`config.mk`:
```
export PLATFORM = sky130hd
export DESIGN_NAME = clt_front
export DESIGN_NICKNAME = d
export VERILOG_FILES = /design/src/sv/clt_pkg.sv /design/src/sv/clt_front.sv
export SDC_FILE = /design/constraint.sdc
export NUM_CORES = 1
export LEC_CHECK = 0
export BUFFER_PORTS_ARGS = -buffer_cell sky130_fd_sc_hd__buf_2
export CAP_MARGIN = 20
export CELL_PAD_IN_SITES_DETAIL_PLACEMENT = 2
export CELL_PAD_IN_SITES_GLOBAL_PLACEMENT = 2
export CORE_ASPECT_RATIO = 0.75
export CORE_MARGIN = 2
export CORE_UTILIZATION = 41
export DETAILED_ROUTE_END_ITERATION = 10
export GPL_TIMING_DRIVEN = 0
export MAX_ROUTING_LAYER = met4
export PLACE_DENSITY = 0.95
export REMOVE_ABC_BUFFERS = 1
export SYNTH_ARGS = -nofsm -noshare
export SYNTH_HDL_FRONTEND = slang
export SYNTH_SLANG_ARGS = --single-unit
```
`constraint.sdc`:
```
create_clock -name aclk -period 23.8 [get_ports aclk]
set_input_delay 4.76 -clock aclk [delete_from_list [all_inputs] [get_ports aclk]]
set_output_delay 4.76 -clock aclk [all_outputs]
set_load 0.005 [all_outputs]
```
`src/sv/clt_pkg.sv`:
```
// Shared types and constants of the cotangent Laplacian triplet block.
// Depends on nothing; used by the queue front end, the emitter and the top level.
package clt_pkg;

    // Number of sparse triplets emitted for each face.
    localparam int N_TRIPLETS = 9;
    localparam int TRIP_CNT_W = 4;
    localparam int WEIGHT_W   = 32;

    // Corner selectors for row and column indices.
    localparam logic [1:0] SEL_A = 2'd0;
    localparam logic [1:0] SEL_B = 2'd1;
    localparam logic [1:0] SEL_C = 2'd2;

    // Value codes: a diagonal sum of two corner weights or a negated weight.
    localparam logic [2:0] VAL_SUM_BC = 3'd0;
    localparam logic [2:0] VAL_SUM_AC = 3'd1;
    localparam logic [2:0] VAL_SUM_AB = 3'd2;
    localparam logic [2:0] VAL_NEG_A  = 3'd3;
    localparam logic [2:0] VAL_NEG_B  = 3'd4;
    localparam logic [2:0] VAL_NEG_C  = 3'd5;

    // Occupancy of the face queue.
    typedef struct packed {
        logic full;
        logic empty;
    } qstat_t;

    function automatic logic [1:0] row_sel(input logic [TRIP_CNT_W-1:0] k);
        logic [1:0] r;
        case (k)
            4'd0, 4'd3, 4'd8: r = SEL_A;
            4'd1, 4'd4, 4'd5: r = SEL_B;
            default:          r = SEL_C;
        endcase
        return r;
    endfunction

    function automatic logic [1:0] col_sel(input logic [TRIP_CNT_W-1:0] k);
        logic [1:0] c;
        case (k)
            4'd0, 4'd4, 4'd7: c = SEL_A;
            4'd1, 4'd3, 4'd6: c = SEL_B;
            default:          c = SEL_C;
        endcase
        return c;
    endfunction

    function automatic logic [2:0] val_code(input logic [TRIP_CNT_W-1:0] k);
        logic [2:0] v;
        case (k)
            4'd0:       v = VAL_SUM_BC;
            4'd1:       v = VAL_SUM_AC;
            4'd2:       v = VAL_SUM_AB;
            4'd3, 4'd4: v = VAL_NEG_C;
            4'd5, 4'd6: v = VAL_NEG_A;
            default:    v = VAL_NEG_B;
        endcase
        return v;
    endfunction

endpackage

```
`src/sv/clt_front.sv`:
```
// Front end: accepts faces, forms the edge vectors b-a, c-a and c-b and queues them.
// Depends on clt_pkg for the queue status type.
module clt_front #(
    parameter int IW = 20,
    parameter int CW = 24,
    localparam int ITW = ((3 * IW + 9 * CW + 7) / 8) * 8,
    localparam int D = CW + 1,
    localparam int EW = 3 * IW + 9 * D
) (
    input  logic              aclk,
    input  logic              aresetn,
    input  logic              s_tvalid,
    output logic              s_tready,
    input  logic [ITW-1:0]    s_tdata,
    output logic              q_valid,
    input  logic              q_ready,
    output logic [EW-1:0]     q_data,
    output clt_pkg::qstat_t   qstat
);

    logic [EW-1:0] mem_reg [2];
    logic          wp_reg, rp_reg;
    logic [1:0]    cnt_reg;
    logic [EW-1:0] entry;
    logic          push, pop;

    // Edge vectors b-a, c-a and c-b, one bit wider than the coordinates.
    always_comb begin
        logic signed [D-1:0] p [3][3];
        logic [9*D-1:0] diffs;
        for (int i = 0; i < 3; i++) begin
            for (int k = 0; k < 3; k++) begin
                p[i][k] = D'($signed(s_tdata[3*IW + (3*i+k)*CW +: CW]));
            end
        end
        for (int k = 0; k < 3; k++) begin
            diffs[k*D +: D]       = p[1][k] - p[0][k];
            diffs[(3+k)*D +: D]   = p[2][k] - p[0][k];
            diffs[(6+k)*D +: D]   = p[2][k] - p[1][k];
        end
        entry = {diffs, s_tdata[3*IW-1:0]};
    end

    assign s_tready = (cnt_reg != 2'd2);
    assign q_valid  = (cnt_reg != 2'd0);
    assign q_data   = mem_reg[rp_reg];
    assign push     = s_tvalid && s_tready;
    assign pop      = q_valid && q_ready;
    assign qstat.full  = (cnt_reg == 2'd2);
    assign qstat.empty = (cnt_reg == 2'd0);

    always_ff @(posedge aclk) begin
        if (push) begin
            mem_reg[wp_reg] <= entry;
        end
        if (!aresetn) begin
            wp_reg  <= 1'b0;
            rp_reg  <= 1'b0;
            cnt_reg <= 2'd0;
        end else begin
            if (push) begin
                wp_reg <= ~wp_reg;
            end
            if (pop) begin
                rp_reg <= ~rp_reg;
            end
            cnt_reg <= cnt_reg + {1'b0, push} - {1'b0, pop};
        end
    end

endmodule

```
* After elaboration in Yosys (flattened, before gate mapping) *
Memories as Yosys holds them, arrays and structs flattened. A register that Yosys moved wholly into a read port is not among the register bits.
Index checks and enable logic that the tools add are counted.

word-level totals
  memories = 1
  bits in writable memories = 570
  output and inout port bits = 289
  logic and storage cells = 27
  input bits = 284
  register bits = 4

cells by class
  $add $sub $neg = 11
  equal/unequal tests = 2
  multiplexer cells = 4
  reductions and logical operators = 4
  bitwise gates (word level) = 2

memories
  memory   words  bits a word  rd ports  clocked after Yosys merged registers in  wr ports  RTL line         source
  mem_reg  2      285          1         1                                        1         clt_front.sv:21  logic [EW-1:0] mem_reg [2];

operators by type and width
  operator            number
  $sub 24x24->25      9
  $mux 1              4
  $add 2x1->2         1
  $eq 2x2->1 const B  1
  $logic_and 1x1->1   2
  $logic_not 2->1     1
  $ne 2x2->1 const B  1
  $not 1->1           2
  $reduce_bool 2->1   1
  $sub 2x1->2         1

* Longest topological paths before layout *
Gate-level depths: netlist of run 1.

  depth in word-level cells = 4
  mapped depth = 11
  depth with buffers taken out = 11

* Worst setup path after synthesis of run 1 *
Ideal clock, no wire load.

  kind = input-to-reg
  from = input s_tvalid
  to = register wp_reg
  arrival time = 17.549 ns
  path buffers = 0
  library setup time = 0.114 ns
  setup slack = 6.137 ns
  required time = 23.686 ns
  stages = 3
  cells stage by stage = nand2_1 -> nor2_1 -> o21a_1

between the ends
  word-level cells in the longest chain between the ends = 1

RTL lines
  what                  RTL line         source
  from (decl)           clt_front.sv:12  input logic s_tvalid,
  $logic_and 1x1->1     clt_front.sv:47  assign push = s_tvalid && s_tready;
  to (signal assigned)  clt_front.sv:62  wp_reg <= ~wp_reg;
  to (decl)             clt_front.sv:22  logic wp_reg, rp_reg;

No other way between the ends.
A chain may end at the register's enable or synchronous reset.

==> results of run 1 <==
## kinds of logic (layout without fill, tap and decap cells)
group	count (synthesis)	count (layout)	synth area share
compound gates	569	569	0.1208
xor+xnor	165	165	0.04536
fa+ha+maj	227	227	0.09127
buf+inv	273	931	0.03217
flops	575	575	0.5404
mux	293	293	0.1033
other cells	0	39	0
simple gates	432	432	0.06661
## cell type report
class                           instances  area (µm²)  area share
Antenna cell                           39       97.59    0.002534
Clock buffer                           80        1745     0.04532
Clock inverter                         42       385.4     0.01001
Inverter                              220       825.8     0.02144
Multi-Input combinational cell       1686       13630      0.3539
Sequential cell                       575       17220      0.4471
Tap cell                             1035        1295     0.03362
Timing Repair Buffer                  589        3316     0.08609
## power groups by stage
| stage | Sequential [mW] | Combinational (mW) | Clock (mW) |
|---|---|---|---|
| after global routing | 1.40 | 1.16 | 1.09 |
| after CTS | 1.39 | 1.09 | 1.06 |
| after detailed placement | 1.40 | 1.07 | 0 |
| after global placement | 1.53 | 1.03 | 0 |
| final | 1.38 | 1.10 | 1.04 |
| after floorplan | 1.46 | 0.617 | 0 |
## tightest hold or removal path: stages (launching register included)
cell and delay [ps]:
dfxtp_1 340, xnor2_1 110, nor2b_1 110
## metal layers
metal | share of wire | track usage | up-vias | routed length, µm
li1 | - | - | 10720 | -
met1 | 0.39 | 0.3554 | 12540 | 47990
met2 | 0.52 | 0.5382 | 884 | 63870
met3 | 0.048 | 0.04291 | 307 | 5996
met4 | 0.047 | 0.1321 | 0 | 5820
met5 | 0 | - | - | 0
## cells in the final DEF, fill, tap and decap left out, types with 15 or more instances in the layout
master	netlist	layout
nor3_1	32	32
nor2b_1	42	42
inv_1	220	220
nand3_1	33	33
buf_2	0	569
mux2_2	287	287
and3_1	16	15
clkbuf_16	0	67
o21ai_0	83	83
o211ai_1	17	17
xor2_1	48	48
nand2_1	97	97
xnor2_1	117	117
nand2b_1	38	38
ha_1	218	218
nor2_1	118	117
a21o_1	98	98
a21oi_1	156	156
o21ai_1	20	20
edfxtp_1	570	570
a211oi_1	17	17
o21a_1	42	42
diode_2	0	39
## per-stage QoR
stage | std cells | area [µm²] | power, mW
6_report | 4266 | 38510 | 3.521
5_1_grt | 4264 | 38510 | 3.648
4_1_cts | 4226 | 38410 | 3.538
3_5_place_dp | 4104 | 36280 | 2.476
3_3_place_gp | 4084 | 35800 | 2.563
2_1_floorplan | 2481 | 31660 | 2.078
## worst min-delay path by stage
stage	startpoint	end	slack (ps)	depth (start not counted)
after floorplan	rp_reg	flip-flop	500	2
after global placement	rp_reg	flip-flop	520	2
after detailed placement	rp_reg	flip-flop	550	2
after CTS	rp_reg	rp_reg	610	2
after global routing	rp_reg	flip-flop	660	2
final	rp_reg	rp_reg	590	2
==> impl_metrics.json, run 1 <==
{
  "status": "complete, no violations",
  "min_path_type": "reg -> reg",
  "grt_pass1_vias": 26860,
  "critical-path-max-stage-delay_ps": 910,
  "finalCritPeriodShare": 0.3212,
  "syn_area_um2": 31860,
  "cp_common_cell": "buf_16",
  "cp.required_ps": 19040,
  "seq_area_frac_synth": 0.5404,
  "critPathKind": "reg -> out",
  "wl_per_cell_um": 28.99,
  "ys_types": 86,
  "seq_power_share": 0.393,
  "sw_frac_of_total": 0.3241,
  "crit_end": "q_data[81]",
  "largest_register_ffs": 570,
  "grt-ovfl-total": 0,
  "clkTransAtPathRegs_ps": 60,
  "crit_buf_inv": 3,
  "layout-drive-gt1-share": 0.3183,
  "drv_cap": 0,
  "grtUsageTotal": 0.3080,
  "yosysWarnings": 0,
  "vdd_drop_max_v": 0.00005249,
  "avgViaCountPerCell": 5.730,
  "worst_pin_slew_ps": 860.9,
  "portBuffers": 568,
  "p_switching_mw": 1.141,
  "critPathTopFamily": "flip-flops",
  "die_area_um2": 79970,
  "slew_violations": 0,
  "cts_resized": 0,
  "wl_mm": 123.7,
  "hpwl_mm": 91.85,
  "grt_pass1_wl_mm": 179.1,
  "final_util": 0.5004,
  "power_density_nw_per_um2": 91.42,
  "synth.most_common_cell": "edfxtp_1",
  "crit_chain": "buf_16 > buf_16 > mux2_2 > buf_2",
  "hold_buffers": 0,
  "crit_fanout": 60,
  "ant_nets": 0,
  "cts_setup_buffers": 0,
  "start_util": 0.4139,
  "ys_ff_latch": 575,
  "worst-path-stages": 4,
  "clock_latency_ps": 620,
  "worst_slack_ps": 16160,
  "cp_data_arrival_time_ps": 2880,
  "cts_buffers": 66,
  "reg2reg_slack_ps": 21280,
  "clkPwrFrac": 0.296,
  "p_leak_nw": 15.81,
  "slowest_stage": "dfxtp_4",
  "synthArstFlopShare": 0,
  "fill_cells": 7549,
  "synth_cells": 2534,
  "cts_buffer_depth": 3,
  "antenna_found_initial": 38,
  "drtPass1Iterations": 5,
  "synth-edff-count": 570,
  "layout.nets": 3649,
  "p_comb_frac": 0.312,
  "yosys-top-cells-area": "edfxtp_1, mux2_2, ha_1",
  "fmax_mhz": 130.8,
  "hold_viol_final": 0,
  "area_growth_pct": 20.89,
  "power.internal_mw": 2.380,
  "r2r-start": "cnt_reg[0]",
  "grt_max_degree": 68,
  "drcViolationCount": 0,
  "place_ws_ps": 15530,
  "vias": 24450,
  "io_pins": 573,
  "numClockSinks": 575,
  "synth_commonest_cells": "edfxtp_1, mux2_2, inv_1, ha_1, a21oi_1",
  "rsz0062_at_grt": "false",
  "coreArea_um2": 76960,
  "gp_congestion": 0.9070,
  "clock_skew_ps": 18.07,
  "ys.flop_type": "edfxtp_1",
  "startpoint_type": "flip-flop",
  "critPathCaptureType": "output port",
  "cts-htree-levels": 3,
  "cts_tree": "yes",
  "r2r-end": "mem_reg[0][156]",
  "drtIter0Drc": 1699,
  "synth_area_leader_cell": "edfxtp_1",
  "ff2ff_path_depth": 6,
  "hold_slack_ps": 594.2,
  "maxSlewHeadroom": 0.4170,
  "yosysTopAreaCellShare": 0.5373,
  "setup_viol": 0,
  "fin_crit_ps": 7644,
  "tns_ps": 0,
  "cts-root-buf": "clkbuf_16",
  "dieHeight_um": 245.4,
  "dieWidth_um": 325.9,
  "synth.avg_cell_area_um2": 12.57,
  "rows": 88
}
(Power assumes the default switching activity.)
==> run 2, diff against run 1 <==
--- a/config.mk
+++ b/config.mk
@@ -5,17 +5,18 @@
 export SDC_FILE = /design/constraint.sdc
 export NUM_CORES = 1
 export LEC_CHECK = 0
+export ABC_AREA = 1
 export BUFFER_PORTS_ARGS = -buffer_cell sky130_fd_sc_hd__buf_2
 export CAP_MARGIN = 20
 export CELL_PAD_IN_SITES_DETAIL_PLACEMENT = 2
 export CELL_PAD_IN_SITES_GLOBAL_PLACEMENT = 2
 export CORE_ASPECT_RATIO = 0.75
 export CORE_MARGIN = 2
-export CORE_UTILIZATION = 41
+export CORE_UTILIZATION = 35
 export DETAILED_ROUTE_END_ITERATION = 10
 export GPL_TIMING_DRIVEN = 0
 export MAX_ROUTING_LAYER = met4
-export PLACE_DENSITY = 0.95
+export PLACE_DENSITY = 0.92
 export REMOVE_ABC_BUFFERS = 1
 export SYNTH_ARGS = -nofsm -noshare
 export SYNTH_HDL_FRONTEND = slang
==> constraint.sdc (replaced) <==
create_clock -name aclk -period 7.4 [get_ports aclk]
set_input_delay 1.48 -clock aclk [delete_from_list [all_inputs] [get_ports aclk]]
set_output_delay 1.48 -clock aclk [all_outputs]
set_load 0.005 [all_outputs]
==> run 2 against run 1 <==
- synthesized cell count up 77%
- routed wire length up 28%
- cell count up 55%
- largest cell class unchanged
- synthesized area up 18%
- sequential power rose to 3.3 times the previous value
- utilization down 7.8 points
- critical path depth up 1
- clock power rose to 3.2 times the previous value
- non-clock buffer count up 6
- worst hold slack worse by 120 ps
- power rose to 3.4 times the previous value
==> impl_metrics.json, run 2 <==
{
  "layout.nets": 5626,
  "drtIter0Drc": 2070,
  "yosysTopAreaCellShare": 0.4560,
  "portBuffers": 568,
  "fin_crit_ps": 4470,
  "vias": 33480,
  "synth_commonest_cells": "nand2_1, inv_1, edfxtp_1, mux2_2, nor2_1",
  "synth_area_leader_cell": "edfxtp_1",
  "final_common_cell": "nand2_1",
  "status": "complete, no violations",
  "cp.required_ps": 5920,
  "start_util": 0.3547,
  "cp_data_arrival_time_ps": 2990,
  "startpoint_type": "flip-flop",
  "cts_setup_buffers": 0,
  "wl_mm": 158.2,
  "grt_max_degree": 55,
  "cts-root-buf": "clkbuf_16",
  "stdcell_count": 6600,
  "final_cell_mix": "nand2_1, inv_1, edfxtp_1",
  "grt_pass1_vias": 36910,
  "synthArstFlopShare": 0,
  "yosys-top-cells-area": "edfxtp_1, nand2_1, inv_1",
  "finalCritPeriodShare": 0.6040,
  "yosysWarnings": 0,
  "clock_skew_ps": 22.24,
  "hold_viol_final": 0,
  "synth_cells": 4482,
  "hpwl_mm": 127.4,
  "layout-drive-gt1-share": 0.1985,
  "grtUsageTotal": 0.2899,
  "syn_area_um2": 37530,
  "ys_ff_latch": 575,
  "gp_congestion": 0.9450,
  "avgViaCountPerCell": 5.073,
  "cts_buffer_depth": 3,
  "cts_tree": "yes",
  "post-place-cells": 6462,
  "ant_nets": 0,
  "critPathKind": "reg -> out",
  "rsz0062_at_grt": "false",
  "cts_resized": 0,
  "fmax_mhz": 223.7,
  "cts_buffers": 68,
  "worst_slack_ps": 2930,
  "synth-edff-count": 570,
  "critPathCaptureType": "output port",
  "grt_pass1_wl_mm": 232.2,
  "dieWidth_um": 382.1,
  "maxSlewHeadroom": 0.4901,
  "area_growth_pct": 19.06,
  "drcViolationCount": 0,
  "dieHeight_um": 287.6,
  "hold_buffers": 0,
  "coreArea_um2": 105800,
  "p_leak_nw": 22.24,
  "drtPass1Iterations": 5,
  "ys.flop_type": "edfxtp_1",
  "clkTransAtPathRegs_ps": 60,
  "min_path_type": "reg -> reg",
  "largest_register_ffs": 570,
  "ys_types": 24,
  "rows": 103,
  "power_density_nw_per_um2": 266.7,
  "final_util": 0.4223,
  "antenna_found_initial": 13,
  "cts-htree-levels": 3,
  "setup_viol": 0,
  "drv_cap": 0,
  "wl_per_cell_um": 23.97,
  "place_ws_ps": 3484,
  "fill_cells": 12070,
  "vdd_drop_max_v": 0.0001778,
  "slew_violations": 0,
  "numClockSinks": 575,
  "clock_latency_ps": 660,
  "crit_fanout": 54,
  "synth.avg_cell_area_um2": 8.374,
  "synth.most_common_cell": "nand2_1",
  "worst_pin_slew_ps": 762.0,
  "grt-ovfl-total": 0,
  "io_pins": 573,
  "die_area_um2": 109900,
  "seq_area_frac_synth": 0.4587
}
run 2: per-layer routing:
layer,share of wire,routed length (µm),GRT usage
met5,0,0,-
met4,0.050,7877,0.1310
met3,0.052,8223,0.04678
met2,0.48,75470,0.4747
met1,0.42,66620,0.3523
run 2: critical path: stages, from the launching register on:
cell and delay (ps):
dfxtp_4 670, buf_16 320, buf_16 300, buf_16 310, mux2_2 400, buf_2 150
run 2: path summary, 6_finish.rpt:
check / end / slack, ps / start / cells past startpoint
max: q_data[142] / 2930 / flip-flop / 5
min reg2reg: rp_reg / 470 / rp_reg / 1
min: rp_reg / 470 / rp_reg / 1
max reg2reg: mem_reg[1][47] / 4740 / cnt_reg[1] / 9
run 2: cell type report:
type / count / area, µm² / area share
flip-flops and latches: 575 / 17220 / 0.3854
clock inverters: 40 / 377.9 / 0.008456
multi-input cells: 2919 / 16500 / 0.3693
repair buffers: 595 / 3428 / 0.07672
inverters: 956 / 3588 / 0.08031
clock buffers: 83 / 1758 / 0.03934
well taps: 1417 / 1773 / 0.03968
diodes: 15 / 37.54 / 0.0008400
run 2: report_power, final:
| group | leakage, nW | internal (mW) | switching [mW] |
|---|---|---|---|
| Combinational | 15.8 | 1.53 | 2.49 |
| Sequential | 5.38 | 4.35 | 0.185 |
| Clock | 1.05 | 1.86 | 1.51 |
| Total | 22.2 | 7.73 | 4.19 |
run 2: logic make-up (layout without fill, tap and decap cells):
| logic type | after synthesis | after routing | share of synthesized area |
|---|---|---|---|
| simple gates | 2169 | 2169 | 0.2328 |
| buf+inv | 988 | 1674 | 0.1020 |
| flops | 575 | 575 | 0.4587 |
| mux | 285 | 285 | 0.08551 |
| fa+ha+maj | 227 | 227 | 0.07747 |
| compound gates | 121 | 121 | 0.01613 |
| xor+xnor | 117 | 117 | 0.02730 |
| other cells | 0 | 15 | 0 |
run 2: per-stage QoR:
step                      setup TNS, ps  power [mW]  hold WS (ps)  area [µm²]
final                                 0       11.92         471.3       44680
after global routing                  0       12.46         491.3       44680
after CTS                             0       12.03         472.6       44650
after detailed placement              0       8.573         466.3       42510
after global placement                -       8.681         436.2       41910
after floorplan                -4379580       7.036         425.5       37290
