--- src/sv/clt_pkg.sv ---
// Shared types and constants of the cotangent Laplacian triplet block.
// Depends on nothing; used by the queue front end, the emitter and the top level.
package clt_pkg;

    // Number of sparse triplets emitted for each face.
    localparam int N_TRIPLETS = 9;
    localparam int TRIP_CNT_W = 4;
    localparam int WEIGHT_W   = 32;

    // Corner selectors for row and column indices.
    localparam logic [1:0] SEL_A = 2'd0;
    localparam logic [1:0] SEL_B = 2'd1;
    localparam logic [1:0] SEL_C = 2'd2;

    // Value codes: a diagonal sum of two corner weights or a negated weight.
    localparam logic [2:0] VAL_SUM_BC = 3'd0;
    localparam logic [2:0] VAL_SUM_AC = 3'd1;
    localparam logic [2:0] VAL_SUM_AB = 3'd2;
    localparam logic [2:0] VAL_NEG_A  = 3'd3;
    localparam logic [2:0] VAL_NEG_B  = 3'd4;
    localparam logic [2:0] VAL_NEG_C  = 3'd5;

    // Occupancy of the face queue.
    typedef struct packed {
        logic full;
        logic empty;
    } qstat_t;

    function automatic logic [1:0] row_sel(input logic [TRIP_CNT_W-1:0] k);
        logic [1:0] r;
        case (k)
            4'd0, 4'd3, 4'd8: r = SEL_A;
            4'd1, 4'd4, 4'd5: r = SEL_B;
            default:          r = SEL_C;
        endcase
        return r;
    endfunction

    function automatic logic [1:0] col_sel(input logic [TRIP_CNT_W-1:0] k);
        logic [1:0] c;
        case (k)
            4'd0, 4'd4, 4'd7: c = SEL_A;
            4'd1, 4'd3, 4'd6: c = SEL_B;
            default:          c = SEL_C;
        endcase
        return c;
    endfunction

    function automatic logic [2:0] val_code(input logic [TRIP_CNT_W-1:0] k);
        logic [2:0] v;
        case (k)
            4'd0:       v = VAL_SUM_BC;
            4'd1:       v = VAL_SUM_AC;
            4'd2:       v = VAL_SUM_AB;
            4'd3, 4'd4: v = VAL_NEG_C;
            4'd5, 4'd6: v = VAL_NEG_A;
            default:    v = VAL_NEG_B;
        endcase
        return v;
    endfunction

endpackage

--- src/sv/clt_emit.sv ---
// Triplet emitter: holds one face's weights and sends its nine saturated triplets.
// Depends on clt_pkg for the triplet order and value codes.
module clt_emit #(
    parameter int IW = 20,
    parameter int CW = 24,
    localparam int QW = 2 * CW + 18,
    localparam int OTW = ((2 * IW + clt_pkg::WEIGHT_W + 7) / 8) * 8
) (
    input  logic              aclk,
    input  logic              aresetn,
    input  logic              res_valid,
    output logic              res_ready,
    input  logic [3*IW-1:0]   res_idx,
    input  logic [3*QW-1:0]   res_w,
    input  logic              res_degen,
    output logic              m_tvalid,
    input  logic              m_tready,
    output logic [OTW-1:0]    m_tdata,
    output logic              m_tlast,
    output logic              m_tuser
);

    localparam int WW = clt_pkg::WEIGHT_W;

    logic                            h_valid_reg;
    logic [3*IW-1:0]                 h_idx_reg;
    logic [3*QW-1:0]                 h_w_reg;
    logic                            h_degen_reg;
    logic [clt_pkg::TRIP_CNT_W-1:0]  cnt_reg;
    logic                            load;
    logic [IW-1:0]                   row, col;
    logic [WW-1:0]                   wsat;

    assign res_ready = !h_valid_reg;
    assign load      = h_valid_reg && (!m_tvalid || m_tready);

    always_comb begin
        logic signed [QW:0] wa, wb, wc, v;
        logic [QW-WW+1:0] top;
        wa = $signed({h_w_reg[QW-1], h_w_reg[QW-1:0]});
        wb = $signed({h_w_reg[2*QW-1], h_w_reg[2*QW-1:QW]});
        wc = $signed({h_w_reg[3*QW-1], h_w_reg[3*QW-1:2*QW]});
        case (clt_pkg::val_code(cnt_reg))
            clt_pkg::VAL_SUM_BC: v = wb + wc;
            clt_pkg::VAL_SUM_AC: v = wa + wc;
            clt_pkg::VAL_SUM_AB: v = wa + wb;
            clt_pkg::VAL_NEG_A:  v = -wa;
            clt_pkg::VAL_NEG_B:  v = -wb;
            default:             v = -wc;
        endcase
        top = v[QW:WW-1];
        if (top == '0 || top == '1) begin
            wsat = v[WW-1:0];
        end else if (v[QW]) begin
            wsat = {1'b1, {(WW-1){1'b0}}};
        end else begin
            wsat = {1'b0, {(WW-1){1'b1}}};
        end
        row = h_idx_reg[clt_pkg::row_sel(cnt_reg)*IW +: IW];
        col = h_idx_reg[clt_pkg::col_sel(cnt_reg)*IW +: IW];
    end

    always_ff @(posedge aclk) begin
        if (res_valid && res_ready) begin
            h_idx_reg   <= res_idx;
            h_w_reg     <= res_w;
            h_degen_reg <= res_degen;
        end
        if (load) begin
            m_tdata <= OTW'({wsat, col, row});
            m_tlast <= (cnt_reg == clt_pkg::TRIP_CNT_W'(clt_pkg::N_TRIPLETS - 1));
            m_tuser <= h_degen_reg;
        end
        if (!aresetn) begin
            h_valid_reg <= 1'b0;
            cnt_reg     <= '0;
            m_tvalid    <= 1'b0;
        end else begin
            if (load) begin
                m_tvalid <= 1'b1;
                if (cnt_reg == clt_pkg::TRIP_CNT_W'(clt_pkg::N_TRIPLETS - 1)) begin
                    cnt_reg     <= '0;
                    h_valid_reg <= 1'b0;
                end else begin
                    cnt_reg <= cnt_reg + 1'b1;
                end
            end else if (m_tready) begin
                m_tvalid <= 1'b0;
            end
            if (res_valid && res_ready) begin
                h_valid_reg <= 1'b1;
            end
        end
    end

endmodule

--- config.mk ---
export PLATFORM = sky130hd
export DESIGN_NAME = clt_emit
export DESIGN_NICKNAME = d
export VERILOG_FILES = /design/src/sv/clt_pkg.sv /design/src/sv/clt_emit.sv
export SDC_FILE = /design/constraint.sdc
export NUM_CORES = 1
export LEC_CHECK = 0
export BUFFER_PORTS_ARGS = -buffer_cell sky130_fd_sc_hd__buf_4
export CORE_MARGIN = 2
export CORE_UTILIZATION = 40
export CTS_CLUSTER_SIZE = 28
export DETAILED_ROUTE_END_ITERATION = 12
export PLACE_DENSITY = 0.69
export SETUP_SLACK_MARGIN = 0.5
export SYNTH_ARGS = -nofsm -noshare
export SYNTH_HDL_FRONTEND = slang
export SYNTH_SLANG_ARGS = --single-unit
--- constraint.sdc ---
create_clock -name aclk -period 16.2 [get_ports aclk]
set_clock_uncertainty 0.05 [all_clocks]
set_input_delay 3.24 -clock aclk [delete_from_list [all_inputs] [get_ports aclk]]
set_output_delay 3.24 -clock aclk [all_outputs]
set_load 0.01 [all_outputs]
# Word-level counts from Yosys, hierarchy flattened
# Index checks and enable logic that the tools add are counted.
[op_classes] add_sub_neg=7 mul=2 n_eq_ne=13 shifts=2 muxes=12 n_reduce_logical=19
[ops] op="67-bit case mux with 5 select lines" n=1
[ops] op="66-bit by 66-bit adder with 67-bit output" n=3
[ops] op="66-bit negation with 67-bit output" n=3
[ops] op="60-bit by 8-bit variable part select with 20-bit output" n=2
[ops] op="32-bit two-way mux" n=2
[ops] op="36-bit equality test (second input constant)" n=1
[ops] op="36-bit zero test" n=1
[ops] op="4-bit by 3-bit equality test with 1-bit output (second input constant)" n=4
[ops] op="3-bit case mux with 5 select lines" n=1
[ops] op="3-bit OR reduction" n=4
[ops] op="2-bit by 3-bit multiplier with 5-bit output (second input constant)" n=2
[ops] op="4-bit by 2-bit equality test with 1-bit output (second input constant)" n=2
[ops] op="2-bit case mux with 2 select lines" n=2
[ops] op="3-bit by 2-bit equality test with 1-bit output (second input constant)" n=2
[ops] op="2-bit nonzero test" n=3
[ops] op="1-bit two-way mux" n=5
[ops] op="4-bit by 1-bit adder with 4-bit output (second input constant)" n=1
[ops] op="4-bit by 1-bit equality test with 1-bit output (second input constant)" n=1
[ops] op="4-bit equality test (second input constant)" n=1
[ops] op="4-bit zero test" n=1
[ops] op="4-bit two-way mux" n=1
[ops] op="2-bit OR reduction" n=2
[ops] op="3-bit by 1-bit equality test with 1-bit output (second input constant)" n=1
[ops] op="3-bit equality test (second input constant)" n=1
[ops] op="other kinds (5)" n=8
[totals] regBits=339

# Depth between registers and ports, before layout
# Gate-level depths: netlist (run 1).
[logic_depth] ltp_word=8 depth_mapped=27 mapped_depth_nobuf=22

# Worst setup path before layout (run 1)
# OpenSTA, ideal clock, no wires.
[synth_timing] path_kind="input-to-reg" from="input port res_valid" to="register h_degen_reg, enable pin" setup_time_ns=0.915 t_arrival_ns=14.384 t_required_ns=15.235 slack_ns=0.851 path_stages=1 n_path_buf=0 path_cell_list="nor2b_1"
[synth_via] elab_chain_len=1
[synth_rtl] item="from (decl)" line="clt_emit.sv:11" text="input logic res_valid,"
[synth_rtl] item="1-bit logical AND" line="clt_emit.sv:64" text="if (res_valid && res_ready) begin"
[synth_rtl] item="to (signal assigned)" line="clt_emit.sv:67" text="h_degen_reg <= res_degen;"
[synth_rtl] item="to (decl)" line="clt_emit.sv:28" text="logic h_degen_reg;"
# Every way passes these cells.
# A chain may end at the register's enable or synchronous reset.

# Final worst setup path (run 1)
[layout_timing] from="register cnt_reg[1] (netlist bit)" to="register m_tdata[51] (data pin)"
[layout_via] elab_chain_len=8
[layout_rtl] item="from (decl)" line="clt_emit.sv:29" text="logic [clt_pkg::TRIP_CNT_W-1:0] cnt_reg;"
[layout_rtl] item="from (signal assigned)" line="clt_emit.sv:85" text="cnt_reg <= cnt_reg + 1'b1;"
[layout_rtl] item="4-bit by 3-bit equality test with 1-bit output / 4-bit by 2-bit equality test with 1-bit output (equally long branches)" line="clt_pkg.sv:51" text="case (k)"
[layout_rtl] item="2-bit OR reduction" line="clt_pkg.sv:51"
[layout_rtl] item="3-bit case mux with 5 select lines *" line="clt_pkg.sv:51"
[layout_rtl] item="3-bit equality test (tied with other cells)" line="clt_emit.sv:43" text="case (clt_pkg::val_code(cnt_reg))"
[layout_rtl] item="67-bit case mux with 5 select lines *" line="clt_emit.sv:43"
[layout_rtl] item="36-bit equality test / 36-bit zero test (equally long branches)" line="clt_emit.sv:52" text="if (top == '0 || top == '1) begin"
[layout_rtl] item="1-bit logical OR" line="clt_emit.sv:52"
[layout_rtl] item="32-bit two-way mux *" line="clt_emit.sv:52"
[layout_rtl] item="net wsat[11]" line="clt_emit.sv:32" text="logic [WW-1:0] wsat;"
[layout_rtl] item="to (signal assigned)" line="clt_emit.sv:70" text="m_tdata <= OTW'({wsat, col, row});"
[layout_rtl] item="to (decl)" line="clt_emit.sv:18" text="output logic [OTW-1:0] m_tdata,"
# The timed path passes the listed nets; every way through them passes the cells marked *.

==> results_dict.tcl, run 1 <==
set metrics [dict create \
    total_leakage_power_uw 0.0119 \
    cp-end-kind "flip-flop" \
    placementRows 98 \
    layout.core_utilization_pct 46.8 \
    worst_pin_slew_ns 1.20 \
    drive_above_1_share_pct 16.5 \
    synth.yosys.seq_area_share_pct 35.3 \
    final_max_slew_viol_count 0 \
    clk_root_buffer_cell "sky130_fd_sc_hd__clkbuf_16" \
    nets 3853 \
    post_cts.resized_instances 0 \
    io_buffer_count 338 \
    cts_buffer_count 38 \
    io_pins 339 \
    die_span_y_um 272 \
    post_synth_and_or_nand_nor_area_fraction_pct 21.3 \
    ys_ff_latch 339 \
    p_per_area_mw_per_mm2 94.9 \
    core_area_mm2 0.0712 \
    drtPass1Iterations 6 \
    final_common_cell "sky130_fd_sc_hd__buf_4" \
    vias_per_cell 6.45 \
    min_period_over_period_pct 47.8 \
    antenna_left 0 \
    combinational_family_with_the_most_area_after_synthesis "simple AND/OR/NAND/NOR gates" \
    floorplan.die.width_um 272 \
    crit_path_required_time_ns 16.47 \
    cts_num_sinks 339 \
    vdd_ir_drop_max_uv 104 \
    grt_first_pass_wirelength_mm 179 \
    netlist_top_cells_area "sky130_fd_sc_hd__edfxtp_1, sky130_fd_sc_hd__ha_1, sky130_fd_sc_hd__a21oi_1" \
    clock_tree.htree_level_count 2 \
    detailed_placement_hpwl_mm 99.9 \
    synth_top_area_cell "sky130_fd_sc_hd__edfxtp_1" \
    postCtsSetupRepairBufs 0 \
    gr-usage-all-layers_pct 32.4 \
    worstSkewPairLatency_ns 0.62 \
    synth-adder-area-share_pct 6.78 \
    route.detailed.drc 0 \
    synth-warning-count 0 \
    tritoncts "done" \
    crit_path_frequent_cell "sky130_fd_sc_hd__buf_4" \
    gr-total-overflow 0 \
    setup_tns_ns 0 \
    drt-wirelength-per-cell_um 28.2 \
    report.final.setup_viol 0 \
    grt_setup_unrepaired "false" \
    initial_utilization_pct 40.2 \
    cts_hold_repair.buffers 0 \
    place.gp.congestion 1.03 \
    async_reset_ff_share_pct 0 \
    netlist_instances 3191 \
    multiplexer_area_fraction_after_synthesis_pct 5.89 \
    synth-edff-count 333 \
    max-clock-path-buffers 3 \
    final_hold_viol_count 0 \
    min_path_type "reg2reg" \
    crit_path_cell_trace "inv_1 > ha_1 > nor4_1 > nand2_2 > buf_4 > mux2_2 > ha_1 > nand4_1 > nor4_1 > a21oi_1 > nand2_1 > a21oi_1 > o31ai_1 > mux2i_1 > a22o_1 > buf_4 > and4b_1 > nand4_1 > o41ai_4 > buf_4 > mux2i_1" \
    timing.max_cap.violations 0 \
    post_place_worst_slack_ns 8.70 \
    post_synthesis_share_of_cell_area_spent_on_xor_and_xnor_gates_pct 7.74 \
    synth_nets 3608 \
    clk_pin_slew_worst_paths_ns 0.06 \
    synth_area_mm2 0.0286 \
    largest_register_ffs 198 \
    critPathLaunchType "flip-flop" \
    yosysTopAreaCellShare_pct 34.9 \
    num_vias 28500 \
    total_power_uw 3160 \
    dr.first_iter.drc_count 3995 \
    achievable-frequency_mhz 129 \
    synth_top_flop_cell "sky130_fd_sc_hd__edfxtp_1" \
    synth-compound-area-share_pct 20.2 \
    grt_pass1_vias 26400 \
    cpMaxStageDelayCell "sky130_fd_sc_hd__nor4_1" \
    critPathMaxStageDelay_ns 0.91 \
    max-slew-margin-rel_pct 17.8 \
    critPathKind "reg2reg" \
    grt_max_degree 71 \
    crit_arrival_ns 8.02 \
    final_cell_mix "sky130_fd_sc_hd__buf_4, sky130_fd_sc_hd__edfxtp_1, sky130_fd_sc_hd__nand2_1" \
    worst_slack_ns 8.45 \
    die-area_mm2 0.0738 \
    flow.area_growth_from_synthesis_pct 16.3 \
    synth.lib_cells_used.distinct 102 \
    finalWorstPathRequiredPeriod_ns 7.75 \
    critical_path_peak_fanout 52 \
    run_status "complete, no violations" \
    antenna_found_initial 2 \
    final_wl_mm 125 \
    syn-mean-instance-area_um2 8.98 \
]
==> metal layers <==
metal / GRT usage [%] / vias to the layer above / wire [um]
met5: 0 / - / 25
met4: 8.95 / 4 / 3780
met3: 9.86 / 227 / 17000
met2: 48.0 / 1830 / 52500
met1: 45.6 / 13600 / 51300
li1: - / 12800 / -
==> metrics by stage <==
stage | hold WS, ns | cell area (um^2) | std cells
finish | 0.452 | 33300 | 4415
detailed placement | 0.447 | 32000 | 4346
floorplan | 0.350 | 28600 | 3191
global route | 0.478 | 33300 | 4413
global placement | 0.447 | 32000 | 4346
CTS | 0.470 | 33300 | 4413
==> worst max-delay path, delay by kind of cell (launching register included) <==
kind	cells	cell delay (ns)
AND/OR/NAND/NOR	7	2.68
buffers and inverters	4	1.43
AO/OA/AOI/OAI	5	1.12
multiplexers	3	0.98
adder cells (fa/ha/maj)	2	0.73
flip-flops	1	0.37
==> cell usage after synthesis, types with 92 or more instances <==
cell / count
sky130_fd_sc_hd__nor3_1: 104
sky130_fd_sc_hd__nor2_1: 287
sky130_fd_sc_hd__ha_1: 152
sky130_fd_sc_hd__nand4_1: 99
sky130_fd_sc_hd__clkbuf_1: 136
sky130_fd_sc_hd__xor2_1: 113
sky130_fd_sc_hd__a21oi_1: 274
sky130_fd_sc_hd__mux2i_1: 92
sky130_fd_sc_hd__nand2_1: 311
sky130_fd_sc_hd__edfxtp_1: 333
sky130_fd_sc_hd__xnor2_1: 140
sky130_fd_sc_hd__o21ai_0: 214
==> layout make-up <==
class / count / area [um^2]
timing repair buffer: 373 / 2800
clock inverter: 23 / 300
inverter: 32 / 120
clock buffer: 44 / 1010
antenna: 2 / 5.00
tap: 950 / 1190
multi-input combinational: 2652 / 17800
sequential: 339 / 10100
fill: 6927 / 37900
==> logic make-up after synthesis <==
kind of cell,Yosys count
AOI/OAI and AO/OA,893
xor gates and xnor gates,253
adders and majority gates,154
buffers and inverters,200
DFF,339
muxes,160
and+or+nand+nor,1192
==> power by group <==
part           internal (uW)  total, uW  leakage (uW)  switching (uW)
logic                    389       1110       0.00805             716
clock network            533        916      0.000632             383
registers               1050       1140       0.00322            90.1
total                   1970       3160        0.0119            1190
==> worst paths after layout <==
kind,startpoint,end,slack (ns),cells past startpoint
setup / recovery,cnt_reg[1]$_SDFFE_PN0P_,m_tdata[51]$_DFFE_PP_,8.45,21
hold / removal,h_degen_reg$_DFFE_PP_,m_tuser$_DFFE_PP_,0.45,0
setup reg to reg,cnt_reg[1]$_SDFFE_PN0P_,m_tdata[51]$_DFFE_PP_,8.45,21
hold reg to reg,h_degen_reg$_DFFE_PP_,m_tuser$_DFFE_PP_,0.45,0
Note: power is estimated with default switching activity, not from simulation.
==> run 2, diff against run 1 <==
- clock period: 16.2 -> 6.4 ns (I/O delays scaled with it)
==> run 2 against run 1 <==
- register-to-register slack lost 8.0 ns
- clock power grew to 2.5 times the previous value
- sequential cell count is the same
- die area is the same
- setup slack lost 8.0 ns
- cell area grew 5.7%
- sequential power grew to 2.5 times the previous value
- hold slack lost 0.076 ns
- utilization grew 2.7 points
- maximum frequency grew 31%
- critical path depth grew 1
- total power grew to 2.6 times the previous value
- largest cell class unchanged
- largest power group is now combinational cells
- highest routed layer unchanged
==> results_dict.tcl, run 2 (same netlist as run 1, synthesis figures left out) <==
set metrics [dict create \
    initial_utilization_pct 40.2 \
    finalWorstPathRequiredPeriod_ns 5.91 \
    tritoncts "done" \
    dr.first_iter.drc_count 3830 \
    clk_root_buffer_cell "sky130_fd_sc_hd__clkbuf_16" \
    hold_slack_ns 0.375 \
    worstSkewPairLatency_ns 0.58 \
    critical_path_peak_fanout 5 \
    critPathKind "reg2reg" \
    critPathLaunchType "flip-flop" \
    final_max_slew_viol_count 0 \
    final_common_cell "sky130_fd_sc_hd__buf_4" \
    clock_tree.htree_level_count 2 \
    layout.core_utilization_pct 49.5 \
    drt-wirelength-per-cell_um 28.8 \
    cp-end-kind "flip-flop" \
    setup_tns_ns 0 \
    crit_path_cell_trace "inv_2 > ha_4 > nor4_4 > nand2_4 > buf_12 > buf_12 > mux2_4 > ha_4 > o211ai_1 > o211ai_1 > a221o_1 > a221o_2 > o21ai_4 > a31o_2 > a21oi_2 > o32a_4 > buf_4 > nor4_2 > nand4_1 > or4_4 > o32ai_4 > mux2i_1" \
    crit_path_required_time_ns 6.71 \
    grt_first_pass_wirelength_mm 184 \
    grt_max_degree 110 \
    report.final.setup_viol 0 \
    cpMaxStageDelayCell "sky130_fd_sc_hd__or4_4" \
    p_per_area_mw_per_mm2 237 \
    max-clock-path-buffers 3 \
    gr-total-overflow 0 \
    antenna_left 0 \
    floorplan.die.width_um 272 \
    largest_register_ffs 198 \
    flow.area_growth_from_synthesis_pct 23.0 \
    route.detailed.drc 0 \
    total_power_uw 8340 \
    min_period_over_period_pct 92.4 \
    final_cell_mix "sky130_fd_sc_hd__buf_4, sky130_fd_sc_hd__edfxtp_1, sky130_fd_sc_hd__nand2_1" \
    achievable-frequency_mhz 169 \
    place.gp.congestion 1.09 \
    placementRows 98 \
    vdd_ir_drop_max_uv 229 \
    timing.max_cap.violations 0 \
    num_vias 29500 \
    critPathMaxStageDelay_ns 0.55 \
    drtPass1Iterations 6 \
    total_leakage_power_uw 0.0126 \
    worst-r2r-setup-slack_ns 0.49 \
    io_buffer_count 338 \
    clk_pin_slew_worst_paths_ns 0.07 \
    core_area_mm2 0.0712 \
    postLayoutCellArea_mm2 0.0352 \
    buffering_stage_count_on_the_worst_path_with_inverters_included 4 \
    gr-usage-all-layers_pct 33.6 \
    crit_family "compound AO/OA/AOI/OAI gates" \
    final_hold_viol_count 0 \
    final_wl_mm 131 \
    cts_num_sinks 339 \
    grt_setup_unrepaired "true" \
    cts_hold_repair.buffers 0 \
    die-area_mm2 0.0738 \
    max-slew-margin-rel_pct 35.4 \
    antenna_found_initial 7 \
    run_status "complete, no violations" \
    die_span_y_um 272 \
    worst_pin_slew_ns 0.956 \
    detailed_placement_hpwl_mm 104 \
    min_path_type "reg2reg" \
    cts_buffer_count 40 \
    io_pins 339 \
    crit_arrival_ns 6.22 \
    post_dp_cell_area_mm2 0.0327 \
    nets 3969 \
    num-fill-cells 6739 \
    drive_above_1_share_pct 23.3 \
    grt_pass1_vias 27200 \
    vias_per_cell 6.50 \
]
-- run 2: worst reg2reg max path, delay by kind of cell (launching register included) --
kind	cells	cell delay (ns)
buf+inv	4	0.59
compound gates	9	2.43
simple gates	5	1.43
fa+ha+maj	2	0.41
flops	1	0.35
mux	2	0.42
-- run 2: power breakdown --
part	switching, uW	total, uW	internal [uW]
clock	981	2320	1340
combinational	1960	3120	1160
sequential	235	2900	2660
-- run 2: path summary, 6_finish.rpt --
kind	startpoint	cells after the start	endpoint
hold / removal	h_degen_reg$_DFFE_PP_	0	m_tuser$_DFFE_PP_
setup reg to reg	cnt_reg[1]$_SDFFE_PN0P_	22	m_tdata[69]$_DFFE_PP_
setup / recovery	cnt_reg[1]$_SDFFE_PN0P_	22	m_tdata[69]$_DFFE_PP_
hold reg to reg	h_degen_reg$_DFFE_PP_	0	m_tuser$_DFFE_PP_
-- run 2: layer usage --
metal  wire length [um]  share of wire (%)  track usage [%]
met1              53400                 41             47.0
met2              54700                 42             49.2
met3              17800                 14             10.4
met4               4670                3.6             10.5
met5                 52              0.040                0
-- run 2: what timing repair did --
item	4_1_cts	5_1_grt
endpoints found under the setup margin	31	31
pin swaps	10	54
cloned	1	6
buffers inserted	6	17
hold endpoints to repair	0	0
gates resized for setup	40	174
-- run 2: cell type report --
class | instances | area (um^2) | share of cell area (%)
clock inverters | 24 | 293 | 0.831
flip-flops and latches | 339 | 10100 | 28.7
multi-input cells | 2652 | 18600 | 52.8
inverters | 32 | 120 | 0.341
repair buffers | 487 | 3850 | 10.9
well taps | 950 | 1190 | 3.37
clock buffers | 50 | 1040 | 2.95
diodes | 5 | 12.5 | 0.0355
-- run 2: stage by stage --
step                      cells  worst slack (ns)
after floorplan            3191             0.597
after global placement     4430            0.0333
after detailed placement   4430           -0.0165
after CTS                  4511             0.516
after global routing       4534             0.369
final                      4539             0.488
